<file path="config.mk">
export PLATFORM = sky130hd
export DESIGN_NAME = rpn_stack_calculator_core
export DESIGN_NICKNAME = d
export VERILOG_FILES = /design/src/rtl/rsc_pkg.sv /design/src/rtl/rpn_stack_calculator_core.sv /design/src/rtl/rsc_front.sv /design/src/rtl/rsc_muldiv.sv /design/src/rtl/rsc_back.sv
export SDC_FILE = /design/constraint.sdc
export NUM_CORES = 2
export LEC_CHECK = 0
export ABC_AREA = 1
export BUFFER_PORTS_ARGS = -buffer_cell sky130_fd_sc_hd__buf_2
export CAP_MARGIN = 40
export CORE_MARGIN = 2
export CORE_UTILIZATION = 50
export DETAILED_ROUTE_END_ITERATION = 12
export PLACE_DENSITY = 0.74
export SLEW_MARGIN = 5
export SYNTH_ARGS = -nofsm -noshare
export SYNTH_HDL_FRONTEND = slang
export SYNTH_SLANG_ARGS = --single-unit
</file>
<file path="constraint.sdc">
create_clock -name i_clk -period 5 [get_ports i_clk]
set_input_delay 0 -clock i_clk [delete_from_list [all_inputs] [get_ports i_clk]]
set_output_delay 0 -clock i_clk [all_outputs]
set_load 0.01 [all_outputs]
</file>
<file path="src/rtl/rsc_pkg.sv">
// ----------------------------------------------------------------------------
// RPN calculator core package
// Shared widths, key codes, command and handshake types for the calculator.
// ----------------------------------------------------------------------------
`timescale 1ns / 1ps

package rsc_pkg;

    localparam int DIGITS  = 10;
    localparam int KEY_W   = 6;
    localparam int VALUE_W = 35;
    localparam int ENTRY_W = 34;
    localparam int MAG_W   = 34;
    localparam int CNT_W   = $clog2(DIGITS + 1);
    localparam int STEP_W  = $clog2(MAG_W);

    localparam logic [ENTRY_W-1:0]        VAL_LIMIT = 34'd9999999999;
    localparam logic signed [VALUE_W-1:0] POS_LIMIT = 35'sd9999999999;
    localparam logic signed [VALUE_W-1:0] NEG_LIMIT = -POS_LIMIT;

    localparam logic [KEY_W-1:0] KEY_D7    = 6'd6;
    localparam logic [KEY_W-1:0] KEY_D8    = 6'd7;
    localparam logic [KEY_W-1:0] KEY_D9    = 6'd8;
    localparam logic [KEY_W-1:0] KEY_D4    = 6'd16;
    localparam logic [KEY_W-1:0] KEY_D5    = 6'd17;
    localparam logic [KEY_W-1:0] KEY_D6    = 6'd18;
    localparam logic [KEY_W-1:0] KEY_D1    = 6'd26;
    localparam logic [KEY_W-1:0] KEY_D2    = 6'd27;
    localparam logic [KEY_W-1:0] KEY_D3    = 6'd28;
    localparam logic [KEY_W-1:0] KEY_D0    = 6'd36;
    localparam logic [KEY_W-1:0] KEY_ENTER = 6'd25;
    localparam logic [KEY_W-1:0] KEY_CLX   = 6'd24;
    localparam logic [KEY_W-1:0] KEY_SWAP  = 6'd23;
    localparam logic [KEY_W-1:0] KEY_ROLL  = 6'd22;
    localparam logic [KEY_W-1:0] KEY_ON    = 6'd30;
    localparam logic [KEY_W-1:0] KEY_DIV   = 6'd9;
    localparam logic [KEY_W-1:0] KEY_MUL   = 6'd19;
    localparam logic [KEY_W-1:0] KEY_SUB   = 6'd29;
    localparam logic [KEY_W-1:0] KEY_ADD   = 6'd39;

    typedef logic signed [VALUE_W-1:0] t_value;

    typedef enum logic [3:0] {
        OP_NOP,
        OP_DIGIT,
        OP_ENTER,
        OP_CLX,
        OP_SWAP,
        OP_ROLL,
        OP_ON,
        OP_ADD,
        OP_SUB,
        OP_MUL,
        OP_DIV
    } t_op;

    typedef struct packed {
        t_op        op;
        logic [3:0] digit;
    } t_cmd;

    typedef struct packed {
        logic   start;
        logic   is_div;
        t_value a;
        t_value b;
    } t_md_req;

    typedef struct packed {
        logic   done;
        t_value result;
    } t_md_rsp;

    typedef enum logic {
        ST_EXEC,
        ST_WAIT
    } t_back_state;

endpackage

</file>
<file path="src/rtl/rpn_stack_calculator_core.sv">
// ----------------------------------------------------------------------------
// RPN stack calculator core
// A key passes through the command queue and the registered result outputs;
// multiply and divide also wait on the one-bit-per-cycle multiply/divide unit.
// Throughput: one key per cycle for simple keys while the output is not stalled,
// none while a multiply or divide runs; a two-entry command queue sits between
// decode and execution. Reset clears the stack, entry, entry/blank flags and queue.
// ----------------------------------------------------------------------------
`timescale 1ns / 1ps

module rpn_stack_calculator_core import rsc_pkg::*; (
    input  logic        i_clk,
    input  logic        i_rst_n,
    input  logic        i_s_axis_tvalid,
    output logic        o_s_axis_tready,
    // Fields from bit 0: key_code[5:0], zero fill.
    input  logic [7:0]  i_s_axis_tdata,
    output logic        o_m_axis_tvalid,
    input  logic        i_m_axis_tready,
    // Fields from bit 0: shown_value[34:0], screen_blank, entry_active,
    // divide_fault, zero fill.
    output logic [39:0] o_m_axis_tdata
);

    logic    cmd_valid;
    logic    cmd_ready;
    t_cmd    cmd;
    t_md_req md_req;
    t_md_rsp md_rsp;
    t_value  shown_value;
    logic    screen_blank;
    logic    entry_active;
    logic    divide_fault;

    rsc_front u_front (
        .i_clk       (i_clk),
        .i_rst_n     (i_rst_n),
        .i_key_valid (i_s_axis_tvalid),
        .o_key_ready (o_s_axis_tready),
        .i_key_code  (i_s_axis_tdata[KEY_W-1:0]),
        .o_cmd_valid (cmd_valid),
        .i_cmd_ready (cmd_ready),
        .o_cmd       (cmd)
    );

    rsc_muldiv u_muldiv (
        .i_clk   (i_clk),
        .i_rst_n (i_rst_n),
        .i_req   (md_req),
        .o_rsp   (md_rsp)
    );

    rsc_back u_back (
        .i_clk          (i_clk),
        .i_rst_n        (i_rst_n),
        .i_cmd_valid    (cmd_valid),
        .o_cmd_ready    (cmd_ready),
        .i_cmd          (cmd),
        .o_md_req       (md_req),
        .i_md_rsp       (md_rsp),
        .o_out_valid    (o_m_axis_tvalid),
        .i_out_ready    (i_m_axis_tready),
        .o_shown_value  (shown_value),
        .o_screen_blank (screen_blank),
        .o_entry_active (entry_active),
        .o_divide_fault (divide_fault)
    );

    assign o_m_axis_tdata = {2'b00, divide_fault, entry_active, screen_blank, shown_value};

endmodule

</file>
<file path="src/rtl/rsc_front.sv">
// ----------------------------------------------------------------------------
// RPN calculator key front end
// Accepts key codes, decodes them into commands and queues them for execution.
// ----------------------------------------------------------------------------
`timescale 1ns / 1ps

module rsc_front import rsc_pkg::*; (
    input  logic             i_clk,
    input  logic             i_rst_n,
    input  logic             i_key_valid,
    output logic             o_key_ready,
    input  logic [KEY_W-1:0] i_key_code,
    output logic             o_cmd_valid,
    input  logic             i_cmd_ready,
    output t_cmd             o_cmd
);

    localparam int QUEUE_DEPTH = 2;
    localparam int QPTR_W      = $clog2(QUEUE_DEPTH);
    localparam int QCNT_W      = $clog2(QUEUE_DEPTH + 1);

    t_cmd              r_queue [QUEUE_DEPTH];
    logic [QPTR_W-1:0] r_wr_ptr;
    logic [QPTR_W-1:0] r_rd_ptr;
    logic [QCNT_W-1:0] r_count;
    t_cmd              decoded;
    logic              push;
    logic              pop;

    always_comb begin
        decoded.op    = OP_NOP;
        decoded.digit = 4'd0;
        unique case (i_key_code)
            KEY_D0: begin decoded.op = OP_DIGIT; decoded.digit = 4'd0; end
            KEY_D1: begin decoded.op = OP_DIGIT; decoded.digit = 4'd1; end
            KEY_D2: begin decoded.op = OP_DIGIT; decoded.digit = 4'd2; end
            KEY_D3: begin decoded.op = OP_DIGIT; decoded.digit = 4'd3; end
            KEY_D4: begin decoded.op = OP_DIGIT; decoded.digit = 4'd4; end
            KEY_D5: begin decoded.op = OP_DIGIT; decoded.digit = 4'd5; end
            KEY_D6: begin decoded.op = OP_DIGIT; decoded.digit = 4'd6; end
            KEY_D7: begin decoded.op = OP_DIGIT; decoded.digit = 4'd7; end
            KEY_D8: begin decoded.op = OP_DIGIT; decoded.digit = 4'd8; end
            KEY_D9: begin decoded.op = OP_DIGIT; decoded.digit = 4'd9; end
            KEY_ENTER: decoded.op = OP_ENTER;
            KEY_CLX:   decoded.op = OP_CLX;
            KEY_SWAP:  decoded.op = OP_SWAP;
            KEY_ROLL:  decoded.op = OP_ROLL;
            KEY_ON:    decoded.op = OP_ON;
            KEY_DIV:   decoded.op = OP_DIV;
            KEY_MUL:   decoded.op = OP_MUL;
            KEY_SUB:   decoded.op = OP_SUB;
            KEY_ADD:   decoded.op = OP_ADD;
            default:   decoded.op = OP_NOP;
        endcase
    end

    assign o_key_ready = (r_count != QCNT_W'(QUEUE_DEPTH));
    assign o_cmd_valid = (r_count != '0);
    assign o_cmd       = r_queue[r_rd_ptr];
    assign push        = i_key_valid & o_key_ready;
    assign pop         = o_cmd_valid & i_cmd_ready;

    always_ff @(posedge i_clk) begin
        if (!i_rst_n) begin
            r_wr_ptr <= '0;
            r_rd_ptr <= '0;
            r_count  <= '0;
        end else begin
            if (push) begin
                r_wr_ptr <= r_wr_ptr + 1'b1;
            end
            if (pop) begin
                r_rd_ptr <= r_rd_ptr + 1'b1;
            end
            case ({push, pop})
                2'b10:   r_count <= r_count + 1'b1;
                2'b01:   r_count <= r_count - 1'b1;
                default: r_count <= r_count;
            endcase
        end
    end

    always_ff @(posedge i_clk) begin
        if (push) begin
            r_queue[r_wr_ptr] <= decoded;
        end
    end

endmodule

</file>
<file path="src/rtl/rsc_muldiv.sv">
// ----------------------------------------------------------------------------
// RPN calculator multiply and divide unit
// Bit-serial saturating multiply and restoring divide on value magnitudes.
// ----------------------------------------------------------------------------
`timescale 1ns / 1ps

module rsc_muldiv import rsc_pkg::*; (
    input  logic    i_clk,
    input  logic    i_rst_n,
    input  t_md_req i_req,
    output t_md_rsp o_rsp
);

    logic              r_busy;
    logic              r_done;
    logic [STEP_W-1:0] r_step;
    logic              r_is_div;
    logic              r_neg;
    logic [MAG_W-1:0]  r_mc;
    logic [MAG_W-1:0]  r_md;
    logic [MAG_W+1:0]  r_acc;

    logic [MAG_W+1:0]  mul_sum;
    logic [MAG_W+1:0]  div_shift;
    logic              div_ge;
    logic [MAG_W+1:0]  n_acc;
    logic [MAG_W-1:0]  n_mc;
    logic [MAG_W-1:0]  mag_res;
    t_value            ext_res;

    function automatic logic [MAG_W-1:0] magnitude(input t_value v);
        logic [VALUE_W-1:0] u;
        begin
            u = v[VALUE_W-1] ? VALUE_W'(-v) : VALUE_W'(v);
            return u[MAG_W-1:0];
        end
    endfunction

    always_comb begin
        mul_sum   = {r_acc[MAG_W:0], 1'b0} + (r_mc[MAG_W-1] ? {2'b00, r_md} : '0);
        div_shift = {r_acc[MAG_W:0], r_mc[MAG_W-1]};
        div_ge    = (div_shift >= {2'b00, r_md});
        if (r_is_div) begin
            n_acc = div_ge ? (div_shift - {2'b00, r_md}) : div_shift;
            n_mc  = {r_mc[MAG_W-2:0], div_ge};
        end else begin
            n_acc = (mul_sum > {2'b00, VAL_LIMIT}) ? {2'b00, VAL_LIMIT} : mul_sum;
            n_mc  = {r_mc[MAG_W-2:0], 1'b0};
        end
        mag_res      = r_is_div ? r_mc : r_acc[MAG_W-1:0];
        ext_res      = $signed({1'b0, mag_res});
        o_rsp.done   = r_done;
        o_rsp.result = r_neg ? -ext_res : ext_res;
    end

    always_ff @(posedge i_clk) begin
        if (!i_rst_n) begin
            r_busy <= 1'b0;
            r_done <= 1'b0;
            r_step <= '0;
        end else begin
            r_done <= 1'b0;
            if (i_req.start) begin
                r_busy <= 1'b1;
                r_step <= '0;
            end else if (r_busy) begin
                r_step <= r_step + 1'b1;
                if (r_step == STEP_W'(MAG_W - 1)) begin
                    r_busy <= 1'b0;
                    r_done <= 1'b1;
                end
            end
        end
    end

    always_ff @(posedge i_clk) begin
        if (i_req.start) begin
            r_is_div <= i_req.is_div;
            r_neg    <= i_req.a[VALUE_W-1] ^ i_req.b[VALUE_W-1];
            r_mc     <= i_req.is_div ? magnitude(i_req.b) : magnitude(i_req.a);
            r_md     <= i_req.is_div ? magnitude(i_req.a) : magnitude(i_req.b);
            r_acc    <= '0;
        end else if (r_busy) begin
            r_mc  <= n_mc;
            r_acc <= n_acc;
        end
    end

endmodule

</file>
<file path="src/rtl/rsc_back.sv">
// ----------------------------------------------------------------------------
// RPN calculator execution back end
// Holds the stack and entry state, executes commands and registers results.
// ----------------------------------------------------------------------------
`timescale 1ns / 1ps

module rsc_back import rsc_pkg::*; (
    input  logic    i_clk,
    input  logic    i_rst_n,
    input  logic    i_cmd_valid,
    output logic    o_cmd_ready,
    input  t_cmd    i_cmd,
    output t_md_req o_md_req,
    input  t_md_rsp i_md_rsp,
    output logic    o_out_valid,
    input  logic    i_out_ready,
    output t_value  o_shown_value,
    output logic    o_screen_blank,
    output logic    o_entry_active,
    output logic    o_divide_fault
);

    t_back_state        r_state, n_state;
    t_value             r_stack [4];
    t_value             n_stack [4];
    t_value             c_stack [4];
    logic [ENTRY_W-1:0] r_entry, n_entry;
    logic [CNT_W-1:0]   r_count, n_count;
    logic               r_entry_flag, n_entry_flag;
    logic               r_blank, n_blank;
    logic               r_out_valid, n_out_valid;
    t_value             r_shown, n_shown;
    logic               r_blank_out, n_blank_out;
    logic               r_active_out, n_active_out;
    logic               r_fault_out, n_fault_out;

    logic               take;
    logic               load_out;
    logic               fault;
    logic [ENTRY_W-1:0] base_entry;
    logic [CNT_W-1:0]   base_count;
    logic [ENTRY_W+3:0] digit_val;
    logic [VALUE_W:0]   arith_sum;

    function automatic t_value clamp_sum(input logic signed [VALUE_W:0] v);
        logic signed [VALUE_W:0] hi;
        logic signed [VALUE_W:0] lo;
        begin
            hi = (VALUE_W + 1)'(POS_LIMIT);
            lo = (VALUE_W + 1)'(NEG_LIMIT);
            if (v > hi) begin
                return POS_LIMIT;
            end else if (v < lo) begin
                return NEG_LIMIT;
            end
            return v[VALUE_W-1:0];
        end
    endfunction

    always_ff @(posedge i_clk) begin
        if (!i_rst_n) begin
            r_state <= ST_EXEC;
        end else begin
            r_state <= n_state;
        end
    end

    always_ff @(posedge i_clk) begin
        if (!i_rst_n) begin
            for (int i = 0; i < 4; i++) begin
                r_stack[i] <= '0;
            end
            r_entry      <= '0;
            r_count      <= '0;
            r_entry_flag <= 1'b0;
            r_blank      <= 1'b0;
            r_out_valid  <= 1'b0;
        end else begin
            for (int i = 0; i < 4; i++) begin
                r_stack[i] <= n_stack[i];
            end
            r_entry      <= n_entry;
            r_count      <= n_count;
            r_entry_flag <= n_entry_flag;
            r_blank      <= n_blank;
            r_out_valid  <= n_out_valid;
        end
    end

    always_ff @(posedge i_clk) begin
        r_shown      <= n_shown;
        r_blank_out  <= n_blank_out;
        r_active_out <= n_active_out;
        r_fault_out  <= n_fault_out;
    end

    always_comb begin
        n_state      = r_state;
        n_stack      = r_stack;
        n_entry      = r_entry;
        n_count      = r_count;
        n_entry_flag = r_entry_flag;
        n_blank      = r_blank;
        load_out     = 1'b0;
        fault        = 1'b0;

        o_cmd_ready     = (r_state == ST_EXEC) && (!r_out_valid || i_out_ready);
        take            = i_cmd_valid && o_cmd_ready;
        o_md_req.start  = 1'b0;
        o_md_req.is_div = (i_cmd.op == OP_DIV);

        if (r_entry_flag) begin
            c_stack[0] = $signed({1'b0, r_entry});
            c_stack[1] = r_stack[0];
            c_stack[2] = r_stack[1];
            c_stack[3] = r_stack[2];
        end else begin
            c_stack = r_stack;
        end
        o_md_req.a = c_stack[0];
        o_md_req.b = c_stack[1];

        base_entry = r_entry_flag ? r_entry : '0;
        base_count = r_entry_flag ? r_count : '0;
        digit_val  = ({4'b0000, base_entry} << 3) + ({4'b0000, base_entry} << 1)
                   + {{ENTRY_W{1'b0}}, i_cmd.digit};
        if (i_cmd.op == OP_SUB) begin
            arith_sum = {c_stack[1][VALUE_W-1], c_stack[1]}
                      - {c_stack[0][VALUE_W-1], c_stack[0]};
        end else begin
            arith_sum = {c_stack[1][VALUE_W-1], c_stack[1]}
                      + {c_stack[0][VALUE_W-1], c_stack[0]};
        end

        unique case (r_state)
            ST_EXEC: begin
                if (take) begin
                    load_out = 1'b1;
                    unique case (i_cmd.op)
                        OP_DIGIT: begin
                            n_entry_flag = 1'b1;
                            if (base_count < CNT_W'(DIGITS)) begin
                                n_entry = (digit_val > {4'b0000, VAL_LIMIT}) ? VAL_LIMIT
                                        : digit_val[ENTRY_W-1:0];
                                n_count = base_count + 1'b1;
                            end else begin
                                n_entry = base_entry;
                                n_count = base_count;
                            end
                        end
                        OP_ENTER: begin
                            n_stack[0]   = c_stack[0];
                            n_stack[1]   = r_stack[0];
                            n_stack[2]   = r_stack[1];
                            n_stack[3]   = r_stack[2];
                            n_entry_flag = 1'b0;
                        end
                        OP_CLX: begin
                            if (r_entry_flag) begin
                                n_entry_flag = 1'b0;
                            end else begin
                                n_stack[0] = '0;
                            end
                        end
                        OP_SWAP: begin
                            n_stack      = c_stack;
                            n_stack[0]   = c_stack[1];
                            n_stack[1]   = c_stack[0];
                            n_entry_flag = 1'b0;
                        end
                        OP_ROLL: begin
                            n_stack[0] = r_stack[1];
                            n_stack[1] = r_stack[2];
                            n_stack[2] = r_stack[3];
                            n_stack[3] = r_stack[0];
                        end
                        OP_ON: begin
                            n_blank = !r_blank;
                        end
                        OP_ADD, OP_SUB: begin
                            n_stack[0]   = clamp_sum(arith_sum);
                            n_stack[1]   = c_stack[2];
                            n_stack[2]   = c_stack[3];
                            n_stack[3]   = c_stack[3];
                            n_entry_flag = 1'b0;
                        end
                        OP_MUL, OP_DIV: begin
                            n_stack[1]   = c_stack[2];
                            n_stack[2]   = c_stack[3];
                            n_stack[3]   = c_stack[3];
                            n_entry_flag = 1'b0;
                            if (i_cmd.op == OP_DIV && c_stack[0] == '0) begin
                                n_stack[0] = c_stack[1][VALUE_W-1] ? NEG_LIMIT : POS_LIMIT;
                                fault      = 1'b1;
                            end else begin
                                o_md_req.start = 1'b1;
                                load_out       = 1'b0;
                                n_state        = ST_WAIT;
                            end
                        end
                        default: begin
                        end
                    endcase
                end
            end
            ST_WAIT: begin
                if (i_md_rsp.done) begin
                    n_stack[0] = i_md_rsp.result;
                    load_out   = 1'b1;
                    n_state    = ST_EXEC;
                end
            end
            default: begin
                n_state = ST_EXEC;
            end
        endcase

        n_out_valid  = r_out_valid && !i_out_ready;
        n_shown      = r_shown;
        n_blank_out  = r_blank_out;
        n_active_out = r_active_out;
        n_fault_out  = r_fault_out;
        if (load_out) begin
            n_out_valid  = 1'b1;
            n_shown      = n_entry_flag ? $signed({1'b0, n_entry}) : n_stack[0];
            n_blank_out  = n_blank;
            n_active_out = n_entry_flag;
            n_fault_out  = fault;
        end
    end

    assign o_out_valid    = r_out_valid;
    assign o_shown_value  = r_shown;
    assign o_screen_blank = r_blank_out;
    assign o_entry_active = r_active_out;
    assign o_divide_fault = r_fault_out;

endmodule
</file>
==> flow_summary.yaml <==
clock_network:
  cts_sinks: 354
  insertion_delay_ns: 0.60
  cts_tree: "done"
  numCtsBuffers: 43
  clk_pin_slew_ns: 0.06
  cts_max_level: 2
  clk_root_buffer_cell: "clkbuf_16"
  clock_path_buffers: 3
yosys:
  synthCells: 5636
  syn_area_um2: 34710
  synth-main-ff-cell: "dfxtp_1"
  synth_seq_area_share: 0.2399
  synthMuxAreaShare: 0.001154
  synth-simple-area-share: 0.2959
  ys_types: 65
  synth_top_family_by_area: "simple AND/OR/NAND/NOR gates"
  synth-seq-cells: 354
  synth-edff-count: 124
  synth_compound_area_frac: 0.2441
  synth_area_per_cell_um2: 6.158
  synth_fa_ha_area_frac: 0.06777
  synth_xor_area_frac: 0.03987
  synthArstFlopShare: 0
  yosysWarnings: 0
routing:
  wl_mm: 140.8
  wl_met1_mm: 54.96
  ant_nets: 0
  routed.top_layer: "met5"
  viasPerCell: 5.920
  dr.first_iter.drc_count: 4987
  wire_per_inst_um: 20.17
  drc: 0
  routed-wl-met3_mm: 15.51
  wl_met2_mm: 61.07
  vias: 41320
  first_pass_iters: 8
critical_path:
  reg2reg_depth: 41
  worstSetupEndpoint: "u_back.o_shown_value[13]"
  reg2reg_from: "u_back.r_entry_flag"
  criticalPathCategory: "flop to flop"
  cp-startpoint: "u_back.r_entry_flag"
  crit_slowest_cell: "ha_1"
  crit_arrival_ns: 6.05
  end_kind: "flop"
  cp_common_cell: "nand2_2"
  crit_fanout: 6
  ff2ff_setup_slack_ns: -0.71
  worst_setup_path_start_kind: "flop"
  worst_ep_required_time_ns: 5.34
  cpPeakStageDelay_ns: 0.40
  r2r_end: "u_back.o_shown_value[13]"
grt:
  grt_pass1_wl_mm: 210.7
  grt_antenna_before_repair: 2
  first_global_vias: 37870
  grt_usage: 0.3764
  grt_max_degree: 97
  grt_overflow: 0
final_layout:
  drive_gt1_frac: 0.1694
  diodes: 0
  fin_area_um2: 42010
  fill_cells: 6639
  layout.nets: 6211
  syn_to_final_growth_pct: 21.05
die:
  chipWidth_um: 267.5
  core_area_um2: 68710
  initial_core_util: 0.5052
  num_rows: 96
  die_area_um2: 71540
  pin_count: 54
  die_y_um: 267.5
place:
  gp_congestion: 1.083
  place_ws_ns: -0.8186
  io_buffers: 49
  dpl.hpwl_mm: 106.3
  placed_area_um2: 38780
run_status:
  violations: "setup timing"
  outcome: "finished, violations left"
timing:
  final_hold_viol_count: 0
  fin_skew_ns: 0.01392
  relSlewSlack: 0.3453
  rsz0062_at_grt: "true"
  finalSetupViolCount: 69
  min_period_ns: 5.707
  slew_viol_final: 0
  fmax_mhz: 175.2
  finalCritPeriodShare: 1.141
  worstMarginPinSlew_ns: 0.9572
  worst_slack_ns: -0.7071
job:
  maxCapViolCount: 0
min_path:
  hp-class: "input pin to flop"
logic make-up after synthesis:
logic type      count (synthesis)
compound gates               1483
xor+xnor                      158
fa+ha+maj                     185
buf+inv                       984
flops                         354
mux                             4
other cells                     1
simple gates                 2467
worst min-delay path by stage:
stage | to | from | cells after the start | slack [ns]
5_1_grt | u_back.o_out_valid | i_rst_n | 4 | 0.16
6_report | u_back.r_count[0] | i_rst_n | 4 | 0.11
3_5_place_dp | u_front.r_wr_ptr | i_s_axis_tvalid | 3 | 0.34
4_1_cts | u_back.r_count[0] | i_rst_n | 4 | 0.12
2_1_floorplan | u_front.r_wr_ptr | i_s_axis_tvalid | 2 | 0.19
3_3_place_gp | u_front.r_wr_ptr | i_s_axis_tvalid | 3 | 0.30
per-stage QoR:
stage               utilization  cells  TNS [ns]  hold WS (ns)
detailed placement       0.5645   6824    -45.47        0.3352
CTS                      0.5970   6954    -17.23        0.1228
floorplan                     -   5637  -0.01762        0.1923
global route             0.6115   6980    -55.37        0.1644
finish                   0.6115   6980    -36.43        0.1104
global placement         0.5634   6820    -41.18        0.3038
layer usage:
metal  GRT usage  vias up
met5           0        -
met4      0.1999        2
met3     0.09204      528
met2      0.5902     2350
met1      0.4772    18850
li1            -    19590
synthesized netlist by cell type (all sizes together) (16+ instances only):
cell type  instances  area [um^2]
edfxtp           124         3724
a221oi            46        402.9
a21o              16        120.1
nor2             503         1974
a31oi             78        488.0
nand3            255         1296
nor3              51        276.5
a21oi            542         2821
nand2           1500         5683
nand4             77        506.7
or2               40        250.2
o21ai            536         2698
o211ai            64        480.5
xor2             101        884.6
dfxtp            230         4604
inv              716         2690
nor4              16        106.4
o22ai             58        362.9
clkbuf           191        718.2
xnor2             57        499.2
a211oi            18        135.1
a22oi             71        533.0
buf               72        431.7
ha               180         2252
flip-flops by register name, summed over array words and instances, names as in the netlist, 2 cells and up, named ones only:
name	count
u_muldiv.r_md	34
u_front.r_queue	16
u_muldiv.r_acc	35
u_back.r_stack	140
u_front.r_count	2
u_back.r_entry	34
u_back.o_shown_value	35
u_muldiv.r_mc	34
u_muldiv.r_step	6
u_back.r_count	4
cell type report:
cell class / instances / area (um^2) / share of cell area
multi-input combinational: 4299 / 23620 / 0.5622
sequential: 354 / 8332 / 0.1983
clock buffer: 52 / 1161 / 0.02764
inverter: 721 / 2714 / 0.06459
clock inverter: 28 / 252.7 / 0.006016
tap: 931 / 1165 / 0.02773
timing repair buffer: 595 / 4768 / 0.1135
cell usage in the layout (no fill, tap or decap), types with 48 or more instances in the layout:
master | Yosys | layout
nand4_1 | 73 | 73
a21oi_1 | 519 | 483
o211ai_1 | 64 | 64
a31oi_1 | 78 | 77
buf_4 | 9 | 489
xor2_1 | 101 | 98
clkbuf_16 | 0 | 48
nand2_1 | 1483 | 1390
nand3_1 | 251 | 220
xnor2_1 | 57 | 56
ha_1 | 180 | 176
edfxtp_1 | 124 | 124
o21ai_0 | 503 | 493
nor2_1 | 486 | 455
buf_2 | 30 | 50
dfxtp_1 | 230 | 229
inv_1 | 689 | 674
nand2_2 | 15 | 93
o22ai_1 | 58 | 58
a22oi_1 | 71 | 71
critical path, delay by kind of cell (launching register included):
kind	cells	cell delay, ns
AOI/OAI and AO/OA	3	0.44
buffers and inverters	5	0.47
adders and majority gates	2	0.55
and+or+nand+nor	31	3.58
DFF	1	0.37
what timing repair did:
| item | CTS | global route |
|---|---|---|
| pin swaps | 48 | 80 |
| setup buffers | 34 | 21 |
| resized for setup | 101 | 194 |
| hold buffers | 15 | 0 |
| gates cloned | 2 | 5 |
| hold endpoints to repair | 37 | 0 |
| setup endpoints to repair | 70 | 70 |
Power is not shown: default switching activity piles up to over one toggle a cycle in this logic, so the estimate is an artifact.
